==> config.mk <==
export PLATFORM = sky130hd
export DESIGN_NAME = i2c_master_bit_engine_top
export DESIGN_NICKNAME = d
export VERILOG_FILES = /design/src/i2cmbe_pkg.sv /design/src/i2cmbe_in_stage.sv /design/src/i2cmbe_engine.sv /design/src/i2cmbe_out_stage.sv /design/src/i2c_master_bit_engine_top.sv
export SDC_FILE = /design/constraint.sdc
export NUM_CORES = 1
export LEC_CHECK = 0
export ABC_AREA = 0
export ABC_CLOCK_PERIOD_IN_PS = 3900
export BUFFER_PORTS_ARGS = -buffer_cell sky130_fd_sc_hd__buf_2
export CORE_ASPECT_RATIO = 1.4
export CORE_UTILIZATION = 35
export DETAILED_ROUTE_END_ITERATION = 8
export GPL_TIMING_DRIVEN = 0
export PLACE_DENSITY = 0.57
export SKIP_LAST_GASP = 1
export SLEW_MARGIN = 10
export SYNTH_ARGS = -nofsm -noshare
export SYNTH_HDL_FRONTEND = slang
export SYNTH_SLANG_ARGS = --single-unit
export TNS_END_PERCENT = 10
==> constraint.sdc <==
create_clock -name clk -period 3.9 [get_ports clk]
set_clock_uncertainty 0.1 [all_clocks]
set_input_delay 0.195 -clock clk [delete_from_list [all_inputs] [get_ports clk]]
set_output_delay 0.195 -clock clk [all_outputs]
set_load 0.01 [all_outputs]
==> src/i2cmbe_pkg.sv <==
package i2cmbe_pkg;

	localparam int BYTE_BITS = 8;
	localparam int BIT_IDX_W = $clog2(BYTE_BITS) + 1;
	localparam int HP_W = 16;
	localparam int TO_W = 8;
	localparam int CFG_DATA_W = 16;

	localparam logic CFG_IDX_HALF_PERIOD = 1'b0;
	localparam logic CFG_IDX_ACK_TIMEOUT = 1'b1;

	localparam logic [HP_W-1:0] HP_RESET = HP_W'(5);
	localparam logic [TO_W-1:0] TO_RESET = TO_W'(250);

	localparam logic [1:0] KIND_START = 2'd0;
	localparam logic [1:0] KIND_STOP = 2'd1;
	localparam logic [1:0] KIND_WRITE = 2'd2;
	localparam logic [1:0] KIND_READ = 2'd3;

	typedef struct packed {
		logic cmd_valid;
		logic [1:0] kind;
		logic [BYTE_BITS-1:0] tx_byte;
		logic ack_to_send;
		logic sda_sample;
	} item_t;

	typedef struct packed {
		logic scl_level;
		logic sda_level;
		logic sda_drive;
		logic busy_res;
		logic done_res;
		logic [BYTE_BITS-1:0] rx_byte;
		logic acked;
		logic timed_out;
	} res_t;

endpackage

==> src/i2cmbe_in_stage.sv <==
module i2cmbe_in_stage
	import i2cmbe_pkg::*;
(
	input  logic  clk,
	input  logic  arst_n,
	input  logic  in_valid,
	output logic  in_stall,
	input  item_t in_item,
	input  logic  step_en,
	output logic  valid_s1,
	output item_t item_s1
);

	logic take;

	assign in_stall = valid_s1 && !step_en;
	assign take = in_valid && !in_stall;

	always_ff @(posedge clk or negedge arst_n) begin
		if (!arst_n) begin
			valid_s1 <= 1'b0;
		end else if (!in_stall) begin
			valid_s1 <= in_valid;
		end
	end

	always_ff @(posedge clk) begin
		if (take) begin
			item_s1 <= in_item;
		end
	end

endmodule

==> src/i2cmbe_engine.sv <==
module i2cmbe_engine
	import i2cmbe_pkg::*;
(
	input  logic                  clk,
	input  logic                  arst_n,
	input  logic                  cfg_we,
	input  logic                  cfg_index,
	input  logic [CFG_DATA_W-1:0] cfg_data,
	input  logic                  step_en,
	input  item_t                 item_s1,
	output res_t                  res
);

	typedef enum logic [4:0] {
		PH_IDLE, PH_ST_A, PH_ST_B, PH_ST_C, PH_SP_A, PH_SP_B, PH_SP_C,
		PH_WR_PRE, PH_WR_LOW, PH_WR_HIGH, PH_WA_REL, PH_WA_HIGH, PH_WA_POLL,
		PH_WA_END, PH_RD_PRE, PH_RD_HIGH, PH_RD_LOW, PH_AK_PRE, PH_AK_SET,
		PH_AK_HIGH, PH_AK_LOW
	} phase_t;

	logic [HP_W-1:0] half_period_q;
	logic [TO_W-1:0] ack_timeout_q;

	phase_t phase_q, phase_n, enter_ph;
	logic [BIT_IDX_W-1:0] bit_q, bit_n;
	logic [HP_W-1:0] tick_q, tick_n, tick_inc, hp;
	logic [TO_W-1:0] wait_q, wait_n;
	logic [TO_W:0] wait_inc;
	logic [BYTE_BITS-1:0] shift_q, shift_n, rx_q, rx_n;
	logic ackb_q, ackb_n;
	logic scl_q, scl_n, sda_q, sda_n, drv_q, drv_n;
	logic acked_q, acked_n, to_q, to_n;
	logic do_enter, done_n;

	always_ff @(posedge clk or negedge arst_n) begin
		if (!arst_n) begin
			half_period_q <= HP_RESET;
			ack_timeout_q <= TO_RESET;
		end else if (cfg_we) begin
			case (cfg_index)
				CFG_IDX_HALF_PERIOD: half_period_q <= cfg_data[HP_W-1:0];
				CFG_IDX_ACK_TIMEOUT: ack_timeout_q <= cfg_data[TO_W-1:0];
				default: ;
			endcase
		end
	end

	assign hp = (half_period_q == '0) ? HP_W'(1) : half_period_q;
	assign tick_inc = tick_q + HP_W'(1);
	assign wait_inc = {1'b0, wait_q} + (TO_W+1)'(1);

	always_comb begin
		phase_n = phase_q;
		enter_ph = PH_IDLE;
		do_enter = 1'b0;
		bit_n = bit_q;
		tick_n = tick_q;
		wait_n = wait_q;
		shift_n = shift_q;
		rx_n = rx_q;
		ackb_n = ackb_q;
		scl_n = scl_q;
		sda_n = sda_q;
		drv_n = drv_q;
		acked_n = acked_q;
		to_n = to_q;
		done_n = 1'b0;

		case (phase_q)
			PH_IDLE: begin
				if (item_s1.cmd_valid) begin
					bit_n = '0;
					ackb_n = item_s1.ack_to_send;
					do_enter = 1'b1;
					case (item_s1.kind)
						KIND_START: enter_ph = PH_ST_A;
						KIND_STOP: enter_ph = PH_SP_A;
						KIND_WRITE: begin
							shift_n = item_s1.tx_byte;
							acked_n = 1'b0;
							to_n = 1'b0;
							enter_ph = PH_WR_PRE;
						end
						default: begin
							shift_n = '0;
							enter_ph = PH_RD_PRE;
						end
					endcase
				end
			end
			PH_WA_POLL: begin
				if (!item_s1.sda_sample) begin
					acked_n = 1'b1;
					do_enter = 1'b1;
					enter_ph = PH_WA_END;
				end else if (wait_inc > {1'b0, ack_timeout_q}) begin
					acked_n = 1'b0;
					to_n = 1'b1;
					do_enter = 1'b1;
					enter_ph = PH_SP_A;
				end else begin
					wait_n = wait_inc[TO_W-1:0];
				end
			end
			default: begin
				tick_n = tick_inc;
				if (tick_inc >= hp) begin
					do_enter = 1'b1;
					case (phase_q)
						PH_ST_A: enter_ph = PH_ST_B;
						PH_ST_B: enter_ph = PH_ST_C;
						PH_SP_A: enter_ph = PH_SP_B;
						PH_SP_B: enter_ph = PH_SP_C;
						PH_WR_PRE: enter_ph = PH_WR_LOW;
						PH_WR_LOW: enter_ph = PH_WR_HIGH;
						PH_WR_HIGH: begin
							shift_n = {shift_q[BYTE_BITS-2:0], 1'b0};
							bit_n = bit_q + BIT_IDX_W'(1);
							enter_ph = (bit_n >= BIT_IDX_W'(BYTE_BITS)) ? PH_WA_REL
								: PH_WR_LOW;
						end
						PH_WA_REL: enter_ph = PH_WA_HIGH;
						PH_WA_HIGH: enter_ph = PH_WA_POLL;
						PH_RD_PRE: enter_ph = PH_RD_HIGH;
						PH_RD_HIGH: begin
							shift_n = {shift_q[BYTE_BITS-2:0], item_s1.sda_sample};
							bit_n = bit_q + BIT_IDX_W'(1);
							enter_ph = PH_RD_LOW;
						end
						PH_RD_LOW: begin
							if (bit_q >= BIT_IDX_W'(BYTE_BITS)) begin
								rx_n = shift_q;
								enter_ph = PH_AK_PRE;
							end else begin
								enter_ph = PH_RD_HIGH;
							end
						end
						PH_AK_PRE: enter_ph = PH_AK_SET;
						PH_AK_SET: enter_ph = PH_AK_HIGH;
						PH_AK_HIGH: enter_ph = PH_AK_LOW;
						default: begin
							do_enter = 1'b0;
							phase_n = PH_IDLE;
							tick_n = '0;
							done_n = 1'b1;
						end
					endcase
				end
			end
		endcase

		if (do_enter) begin
			phase_n = enter_ph;
			tick_n = '0;
			case (enter_ph)
				PH_ST_A: begin
					scl_n = 1'b1;
					sda_n = 1'b1;
					drv_n = 1'b1;
				end
				PH_ST_B: sda_n = 1'b0;
				PH_ST_C: scl_n = 1'b0;
				PH_SP_A, PH_WR_PRE, PH_AK_PRE: begin
					scl_n = 1'b0;
					sda_n = 1'b0;
					drv_n = 1'b1;
				end
				PH_SP_B: scl_n = 1'b1;
				PH_SP_C: sda_n = 1'b1;
				PH_WR_LOW: begin
					scl_n = 1'b0;
					sda_n = shift_n[BYTE_BITS-1];
					drv_n = 1'b1;
				end
				PH_WR_HIGH, PH_WA_HIGH, PH_RD_HIGH, PH_AK_HIGH: scl_n = 1'b1;
				PH_WA_REL, PH_RD_PRE: begin
					scl_n = 1'b0;
					sda_n = 1'b1;
					drv_n = 1'b0;
				end
				PH_WA_POLL: wait_n = '0;
				PH_WA_END, PH_RD_LOW, PH_AK_LOW: scl_n = 1'b0;
				PH_AK_SET: sda_n = ackb_q;
				default: phase_n = PH_IDLE;
			endcase
		end
	end

	always_ff @(posedge clk or negedge arst_n) begin
		if (!arst_n) begin
			phase_q <= PH_IDLE;
			bit_q <= '0;
			tick_q <= '0;
			wait_q <= '0;
			shift_q <= '0;
			rx_q <= '0;
			ackb_q <= 1'b0;
			scl_q <= 1'b1;
			sda_q <= 1'b1;
			drv_q <= 1'b1;
			acked_q <= 1'b0;
			to_q <= 1'b0;
		end else if (step_en) begin
			phase_q <= phase_n;
			bit_q <= bit_n;
			tick_q <= tick_n;
			wait_q <= wait_n;
			shift_q <= shift_n;
			rx_q <= rx_n;
			ackb_q <= ackb_n;
			scl_q <= scl_n;
			sda_q <= sda_n;
			drv_q <= drv_n;
			acked_q <= acked_n;
			to_q <= to_n;
		end
	end

	assign res.scl_level = scl_n;
	assign res.sda_level = sda_n;
	assign res.sda_drive = drv_n;
	assign res.busy_res = (phase_n != PH_IDLE);
	assign res.done_res = done_n;
	assign res.rx_byte = rx_n;
	assign res.acked = acked_n;
	assign res.timed_out = to_n;

	a_idle_tick_clear: assert property (@(posedge clk) disable iff (!arst_n)
		phase_q == PH_IDLE |-> tick_q == '0)
		else $error("tick counter not cleared in idle");

	a_poll_released: assert property (@(posedge clk) disable iff (!arst_n)
		phase_q == PH_WA_POLL |-> !drv_q && scl_q)
		else $error("SDA driven or SCL low during ack poll");

	a_bit_range: assert property (@(posedge clk) disable iff (!arst_n)
		bit_q <= BIT_IDX_W'(BYTE_BITS))
		else $error("bit index past byte length");

	a_ack_seen: assert property (@(posedge clk) disable iff (!arst_n)
		step_en && phase_q == PH_WA_POLL && !item_s1.sda_sample
		|=> acked_q && !to_q && phase_q == PH_WA_END)
		else $error("ack not recorded");

endmodule

==> src/i2cmbe_out_stage.sv <==
module i2cmbe_out_stage
	import i2cmbe_pkg::*;
(
	input  logic clk,
	input  logic arst_n,
	input  logic valid_s1,
	input  res_t res,
	output logic step_en,
	output logic out_valid,
	input  logic out_stall,
	output res_t res_s2
);

	logic out_valid_q;

	assign step_en = valid_s1 && (!out_valid_q || !out_stall);
	assign out_valid = out_valid_q;

	always_ff @(posedge clk or negedge arst_n) begin
		if (!arst_n) begin
			out_valid_q <= 1'b0;
		end else if (!out_valid_q || !out_stall) begin
			out_valid_q <= valid_s1;
		end
	end

	always_ff @(posedge clk) begin
		if (step_en) begin
			res_s2 <= res;
		end
	end

endmodule

==> src/i2c_master_bit_engine_top.sv <==
// Channel | Handshake            | Payload
// input   | in_valid / in_stall   | cmd_valid, kind, tx_byte, ack_to_send, sda_sample
// output  | out_valid / out_stall | scl_level, sda_level, sda_drive, busy_res, done_res,
//         |                       | rx_byte, acked, timed_out
// config  | cfg_we                | cfg_index, cfg_data
//
// One tick is accepted every clock cycle unless the input stalls. The engine works on the
// tick held in the input register, and its result is registered in the output register.
// Reset clears the bus engine to idle with SCL and SDA driven high and loads the
// register defaults (half period 5, ack timeout 250).
// A stalled output holds its result; the input stalls only while a tick waits in the
// input register behind it.
module i2c_master_bit_engine_top
	import i2cmbe_pkg::*;
(
	input  logic                  clk,
	input  logic                  arst_n,
	input  logic                  cfg_we,
	input  logic                  cfg_index,
	input  logic [CFG_DATA_W-1:0] cfg_data,
	input  logic                  in_valid,
	output logic                  in_stall,
	input  logic                  cmd_valid,
	input  logic [1:0]            kind,
	input  logic [BYTE_BITS-1:0]  tx_byte,
	input  logic                  ack_to_send,
	input  logic                  sda_sample,
	output logic                  out_valid,
	input  logic                  out_stall,
	output logic                  scl_level,
	output logic                  sda_level,
	output logic                  sda_drive,
	output logic                  busy_res,
	output logic                  done_res,
	output logic [BYTE_BITS-1:0]  rx_byte,
	output logic                  acked,
	output logic                  timed_out
);

	item_t in_item, item_s1;
	res_t res, res_s2;
	logic valid_s1, step_en;

	assign in_item.cmd_valid = cmd_valid;
	assign in_item.kind = kind;
	assign in_item.tx_byte = tx_byte;
	assign in_item.ack_to_send = ack_to_send;
	assign in_item.sda_sample = sda_sample;

	i2cmbe_in_stage u_in (
		.clk(clk),
		.arst_n(arst_n),
		.in_valid(in_valid),
		.in_stall(in_stall),
		.in_item(in_item),
		.step_en(step_en),
		.valid_s1(valid_s1),
		.item_s1(item_s1)
	);

	i2cmbe_engine u_engine (
		.clk(clk),
		.arst_n(arst_n),
		.cfg_we(cfg_we),
		.cfg_index(cfg_index),
		.cfg_data(cfg_data),
		.step_en(step_en),
		.item_s1(item_s1),
		.res(res)
	);

	i2cmbe_out_stage u_out (
		.clk(clk),
		.arst_n(arst_n),
		.valid_s1(valid_s1),
		.res(res),
		.step_en(step_en),
		.out_valid(out_valid),
		.out_stall(out_stall),
		.res_s2(res_s2)
	);

	assign scl_level = res_s2.scl_level;
	assign sda_level = res_s2.sda_level;
	assign sda_drive = res_s2.sda_drive;
	assign busy_res = res_s2.busy_res;
	assign done_res = res_s2.done_res;
	assign rx_byte = res_s2.rx_byte;
	assign acked = res_s2.acked;
	assign timed_out = res_s2.timed_out;

	a_stall_needs_item: assert property (@(posedge clk) disable iff (!arst_n)
		in_stall |-> valid_s1 && out_valid && out_stall)
		else $error("input stalled without a blocked tick");

	a_step_fills_output: assert property (@(posedge clk) disable iff (!arst_n)
		step_en |=> out_valid)
		else $error("processed tick did not reach the output register");

	a_no_step_when_blocked: assert property (@(posedge clk) disable iff (!arst_n)
		out_valid && out_stall |-> !step_en)
		else $error("engine advanced while the output was blocked");

endmodule
## After elaboration in Yosys (flattened, before gate mapping)

Index checks and enable logic that the tools add are counted.

| storage, ports and cells | value |
|---|---|
| output and inout bits | 17 |
| flip-flop bits (word level) | 109 |
| word-level logic and storage cells | 174 |
| input port bits | 35 |

| operators by class | value |
|---|---|
| mux-type cells | 60 |
| equality and inequality tests | 41 |
| reduce and logical (&&, ||, !) cells | 33 |
| $lt $le $gt $ge | 4 |
| bitwise gates (word level) | 3 |
| add/sub/neg operators | 3 |

Operators by type and width:

| cell | number |
|---|---|
| 8-bit two-way mux | 11 |
| 16-bit two-way mux | 5 |
| 5-bit by 4-bit == test with 1-bit output, second input constant | 15 |
| 5-bit one-hot mux with 15 select lines | 1 |
| 8-bit one-hot mux with 2 select lines | 3 |
| 5-bit == test, second input constant | 9 |
| 5-bit two-way mux | 9 |
| 5-bit by 3-bit == test with 1-bit output, second input constant | 7 |
| 20-bit OR reduction | 1 |
| 1-bit two-way mux | 17 |
| 16-bit by 1-bit adder with 16-bit output, second input constant | 1 |
| 16-bit >= comparator | 1 |
| 16-bit logical NOT | 1 |
| 5-bit by 2-bit == test with 1-bit output, second input constant | 3 |
| 15-bit OR reduction | 1 |
| 4-bit two-way mux | 3 |
| 4-bit one-hot mux with 3 select lines | 1 |
| 5-bit by 1-bit == test with 1-bit output, second input constant | 2 |
| 1-bit one-hot mux with 2 select lines | 5 |
| 5-bit one-hot mux with 2 select lines | 1 |
| 10-bit OR reduction | 1 |
| 8-bit by 1-bit adder with 9-bit output, second input constant | 1 |
| 9-bit by 8-bit greater-than comparator with 1-bit output | 1 |
| 4-bit >= comparator, second input constant | 2 |
| 27 further kinds | 42 |

## Depth between registers and ports, before layout

| logic depth | value |
|---|---|
| depth after elaboration | 11 |
| mapped depth | 20 |
| mapped depth without buffers | 18 |

## Cells and area by module

Synthesis repeated with hierarchy kept, for this count alone.

| second synthesis, totals | value |
|---|---|
| cells, all modules | 592 |
| area total of the unflattened synthesis | 6025.8 µm² |

By module, submodules not included:

| module | seq. area each (µm²) | cells each | area an instance (µm²) | times used |
|---|---|---|---|---|
| i2cmbe_engine | 1990.7 | 556 | 5083.6 | 1 |
| i2cmbe_out_stage | 475.5 | 18 | 494.2 | 1 |
| i2cmbe_in_stage | 415.4 | 18 | 447.9 | 1 |

## Worst setup path after synthesis

OpenSTA, ideal clock, no wires.

| path | value |
|---|---|
| path kind | reg-to-reg |
| start | reg u_engine.tick_q[0] |
| end | reg u_out.res_s2[11] (netlist name) |
| setup time | 0.280 ns |
| period minus slack after synthesis | 4.119 ns |
| data required time | 3.520 ns |
| buffers on the path | 2 |
| slack | -0.219 ns |
| cell stages (with the launch flop) | 21 |
| arrival | 3.740 ns |
| cells stage by stage | dfrtp_1 -> ha_1 -> nand3_1 -> nor2_1 -> nand4_1 -> nor2_1 -> and3_1 -> nand3_1 -> xnor2_1 -> ha_1 -> o21ai_0 -> nor2_1 -> nor4_4 -> o21a_1 -> buf_4 -> o21ai_1 -> a32o_1 -> a31o_2 -> buf_2 -> nand3_1 -> nand4_1 |

RTL lines:

| what | RTL line | source |
|---|---|---|
| from (decl) | i2cmbe_engine.sv:26 | `logic [HP_W-1:0] tick_q, tick_n, tick_inc, hp;` |
| from (signal assigned) | i2cmbe_engine.sv:206 | `tick_q <= tick_n;` |

## Worst setup path after layout

| path | value |
|---|---|
| start | reg u_engine.tick_q[0] |
| end | reg u_engine.tick_q[5] |

| between the ends | value |
|---|---|
| cells in the longest elaborated chain, start to end | 6 |
| elaborated cells on any way between the ends | 10 |
| classes of those cells | add/sub: 1; order compare: 1; eq/ne: 1; mux: 6; reduce/logical: 1 |

RTL lines:

| what | RTL line | source |
|---|---|---|
| 16-bit by 1-bit adder with 16-bit output * | i2cmbe_engine.sv:49 | `assign tick_inc = tick_q + HP_W'(1);` |
| 16-bit >= comparator | i2cmbe_engine.sv:107 | `if (tick_inc >= hp) begin` |
| 1-bit two-way mux | i2cmbe_engine.sv:107 |  |
| 1-bit one-hot mux with 2 select lines | i2cmbe_engine.sv:69 | `case (phase_q)` |
| 2-bit by 1-bit inequality test with 1-bit output (no line) | -- |  |
| 2-bit AND reduction (no line) | -- |  |

Mark *: on every way between the ends. The rest lies on a longest branch, timed or not. The select of a mux whose other input is x is not followed.
A chain may end at the register's enable or synchronous reset.

==> impl_metrics.csv <==
group,metric,value,unit
synthesis,synth_top_area_share,27.8,%
setup_path,setup.worst_path.start_class,"flip-flop",
run,maxCapViolations,0,
clock_tree,cts_root_buffer,"clkbuf_16",
setup_path,worstSetupPathType,"reg2reg",
floorplan,start_util,36.1,%
status,status,"finished, violations left",
timing,setup_violations,45,
grt,grt_pass1_vias,5608,
setup_path,end_kind,"flip-flop",
setup_path,crit_start,"u_engine.tick_q[0]$_DFFE_PN0P_",
timing,drv_slew,0,
placed_design,portBuffers,51,
grt,overflow,0,
synthesis,synth_edf_count,28,
min_path,min_path_type,"in2reg",
pwr,ir_worst_vdd,234,uV
floorplan,pin_count,52,
detailed_routing,via_count,5504,
floorplan,die_x,115,um
timing,slew_headroom,34.4,%
synthesis,synth_area_leaders,"dfrtp_1, edfxtp_1, nand2_1, ha_1, dfstp_2",
grt,grt_pass1_wl,28.1,mm
final_layout,drive_above_1_share,27.3,%
setup_path,crit_path_max_incr_delay,0.42,ns
status,violations,"setup timing",
detailed_routing,ant_nets,0,
detailed_routing,route.detailed.drc,0,
clock_tree,clk_pin_slew_worst_paths,0.08,ns
setup_path,cp.arrival,4.38,ns
final_layout,fin_util,46.7,%
pwr,swShare,39.3,%
detailed_routing,routed_wl,17.5,mm
detailed_routing,wl_per_cell,17.1,um
final_layout,final_nets,846,
synthesis,synth_nets,721,
pwr,p_leak,3.53,nW
pwr,power_per_cell_area,590,nW/um2
timing,worst_slack,-0.307,ns
clock_tree,cts_max_level,3,
detailed_routing,drt_first_pass_iters,4,
setup_path,path_common_cell,"and3_4",
synthesis,async_flop_share,74.3,%
final_layout,area.sequential,2890,um2
grt,grt_usage,19.6,%
timing,worst_pin_slew,0.978,ns
min_path,hp-start,"cfg_index",
pwr,p_int,2.93,mW
pwr,switching_power,1.89,mW
setup_path,cp_slowest_cell,"dfrtp_2",
detailed_routing,viasPerCell,5.38,
synthesis,synth_top_flop_cell,"dfrtp_1",
placed_design,dpl.hpwl,12.2,mm
synthesis,synth_top_area_cell,"dfrtp_1",
floorplan,dieArea,18600,um2
timing,holdWs,0.151,ns
final_layout,multiInputGateArea,3500,um2
clock_tree,cts.sink_count,109,
synthesis,syn_area,6300,um2
synthesis,avgSynthCellArea,9.58,um2
floorplan,rows,57,
synthesis,synth_seq_area_share,45.7,%
pwr,clock_power_share,18.7,%
final_layout,diodes,0,
synthesis,yosysWarningCount,0,
clock_tree,cts_max_path_buffers,2,
timing,grt_setup_unrepaired,"yes",
timing,fin_crit_sh,108,%
clock_tree,cts_tree,"done",
final_layout,fillers,1608,
pwr,p_comb_share,48.1,%
grt,grt_max_degree,47,
detailed_routing,drt_iter0_markers,371,
synthesis,synth_cell_types,73,
placed_design,gp_congestion,0.887,
floorplan,dieHeight,161,um
synthesis,ys_seq_elements,109,
synthesis,syn_inst,658,
grt,antenna_found_initial,0,
timing,hold_violations,0,
clock_tree,numCtsBuffers,9,
setup_path,path_cells,"and3_4 > nand3_4 > nor2_4 > and3_4 > and3_4 > nand3_2 > xnor2_2 > ha_1 > nand4_1 > nor2_1 > nand4_1 > buf_4 > o21ai_4 > a21oi_4 > a41o_1 > nor3_4 > nand3_4 > clkbuf_16 > o211ai_2",
pwr,power_frac_seq,33.3,%
timing,fmax,238,MHz
setup_path,critPathRequiredTime,4.07,ns
clock_tree,clk_latency,0.35,ns
floorplan,core,17500,um2
setup_path,r2r_start,"u_engine.tick_q[0]$_DFFE_PN0P_",
timing,period_minus_slack,4.21,ns
setup_path,crit_fanout,7,
final_layout,syn_to_final_growth,29.6,%
## flip-flops by register name, summed over array words and instances, names as in the netlist, 4 cells and up
signal / count
u_engine.shift_q: 8
u_engine.half_period_q: 16
u_out.res_s2: 15
u_in.item_s1: 13
u_engine.bit_q: 4
u_engine.tick_q: 16
u_engine.rx_q: 8
u_engine.phase_q: 5
u_engine.wait_q: 8
u_engine.ack_timeout_q: 8
## stage by stage
stage | instances | total power, mW | setup slack, ns | instance area [um2] | setup TNS (ns)
finish | 1024 | 4.82 | -0.307 | 8170 | -8.96
detailed placement | 946 | 3.35 | -0.873 | 6910 | -38.51
CTS | 1011 | 4.62 | -0.302 | 7980 | -9.97
floorplan | 658 | 2.84 | -0.0525 | 6330 | -0.0525
global route | 1024 | 5.12 | -0.512 | 8170 | -20.31
global placement | 945 | 3.30 | -0.845 | 6880 | -36.98
## final timing paths
path | end | slack [ns] | depth (start not counted)
min | u_engine.half_period_q[0]$_DFFE_PN1P_ | 0.15 | 3
min reg2reg | u_engine.rx_q[3]$_DFFE_PN0P_ | 0.37 | 2
min in group asynchronous | u_engine.tick_q[10]$_DFFE_PN0P_ | 0.27 | 2
max reg2reg | u_engine.tick_q[5]$_DFFE_PN0P_ | -0.31 | 19
max in group asynchronous | u_engine.scl_q$_DFFE_PN1P_ | 2.76 | 3
max | u_engine.tick_q[5]$_DFFE_PN0P_ | -0.31 | 19
## layer usage
metal  GRT usage [%]  vias up  wire length, um
li1                -     2621                -
met1            22.3     2713             7170
met2            35.7      135             9270
met3            2.49       35              523
met4            9.15        0              556
met5               0        -                0
## placed cells by master, fill, tap and decap left out, types with 6 or more instances in the layout
master / n
inv_1: 34
nand3_1: 19
clkbuf_1: 12
o21ai_0: 40
mux2_2: 22
nand2b_1: 19
or3_1: 7
a22oi_1: 7
nor2_1: 32
buf_2: 56
xor2_1: 9
dlygate4sd3_1: 32
o21ai_1: 13
xnor2_1: 7
buf_4: 31
ha_1: 25
nor4_1: 6
nand4_1: 17
nor3_1: 8
edfxtp_1: 28
a21oi_1: 29
o211ai_1: 6
nor2b_1: 9
and3_1: 6
nand2_1: 97
dfrtp_1: 66
dfstp_2: 11
clkbuf_16: 10
## cell type report
type | instances | share of cell area (%)
clock buffer | 11 | 2.97
sequential | 109 | 35.4
timing repair buffer | 116 | 11.0
buffer | 26 | 2.08
tap | 236 | 3.62
inverter | 34 | 1.56
multi-input combinational | 487 | 42.9
clock inverter | 5 | 0.536
## worst max-delay path: cells and delay by family, from the launching register on
family / cells / cell delay, ns
AND/OR/NAND/NOR: 11 / 1.94
AO/OA/AOI/OAI: 4 / 0.78
flip-flops: 1 / 0.42
buffers and inverters: 2 / 0.42
adder cells (fa/ha/maj): 1 / 0.31
XOR/XNOR: 1 / 0.16
## power groups by stage
stage / combinational (mW) / sequential [mW] / clock (mW)
global route: 2.52 / 1.63 / 0.969
floorplan: 1.28 / 1.56 / 0
detailed placement: 1.75 / 1.60 / 0
finish: 2.32 / 1.60 / 0.900
CTS: 2.11 / 1.59 / 0.921
global placement: 1.71 / 1.59 / 0
## cell usage after synthesis (all sizes together), types with 4 or more instances
cell type / number
a21oi: 32
nand2b: 19
nor4: 7
ha: 28
o21a: 4
nand3: 25
dfrtp: 70
dfstp: 11
and2: 4
a22oi: 7
nor3: 16
nand2: 98
xor2: 10
a22o: 4
inv: 34
o21ai: 61
or3: 7
nor2b: 9
a31oi: 5
nor2: 38
clkbuf: 13
xnor2: 9
o211ai: 9
edfxtp: 28
and3: 10
buf: 15
mux2: 22
o311ai: 5
nand4: 17
## kinds of logic after synthesis
group,share of synthesized area (%)
XOR/XNOR,2.64
AND/OR/NAND/NOR,20.3
flip-flops,45.7
adder cells (fa/ha/maj),5.56
AO/OA/AOI/OAI,17.1
multiplexers,4.41
buffers and inverters,4.33
## what timing repair did
action                                  CTS  global route
gates cloned                              1             1
resized for setup                        57            18
endpoints found under the setup margin   63            63
pin swaps                                27            19
setup buffers                            18            12
endpoints found under the hold margin    70             0
hold buffers                             32             0
Power figures use the tool's default switching activity.
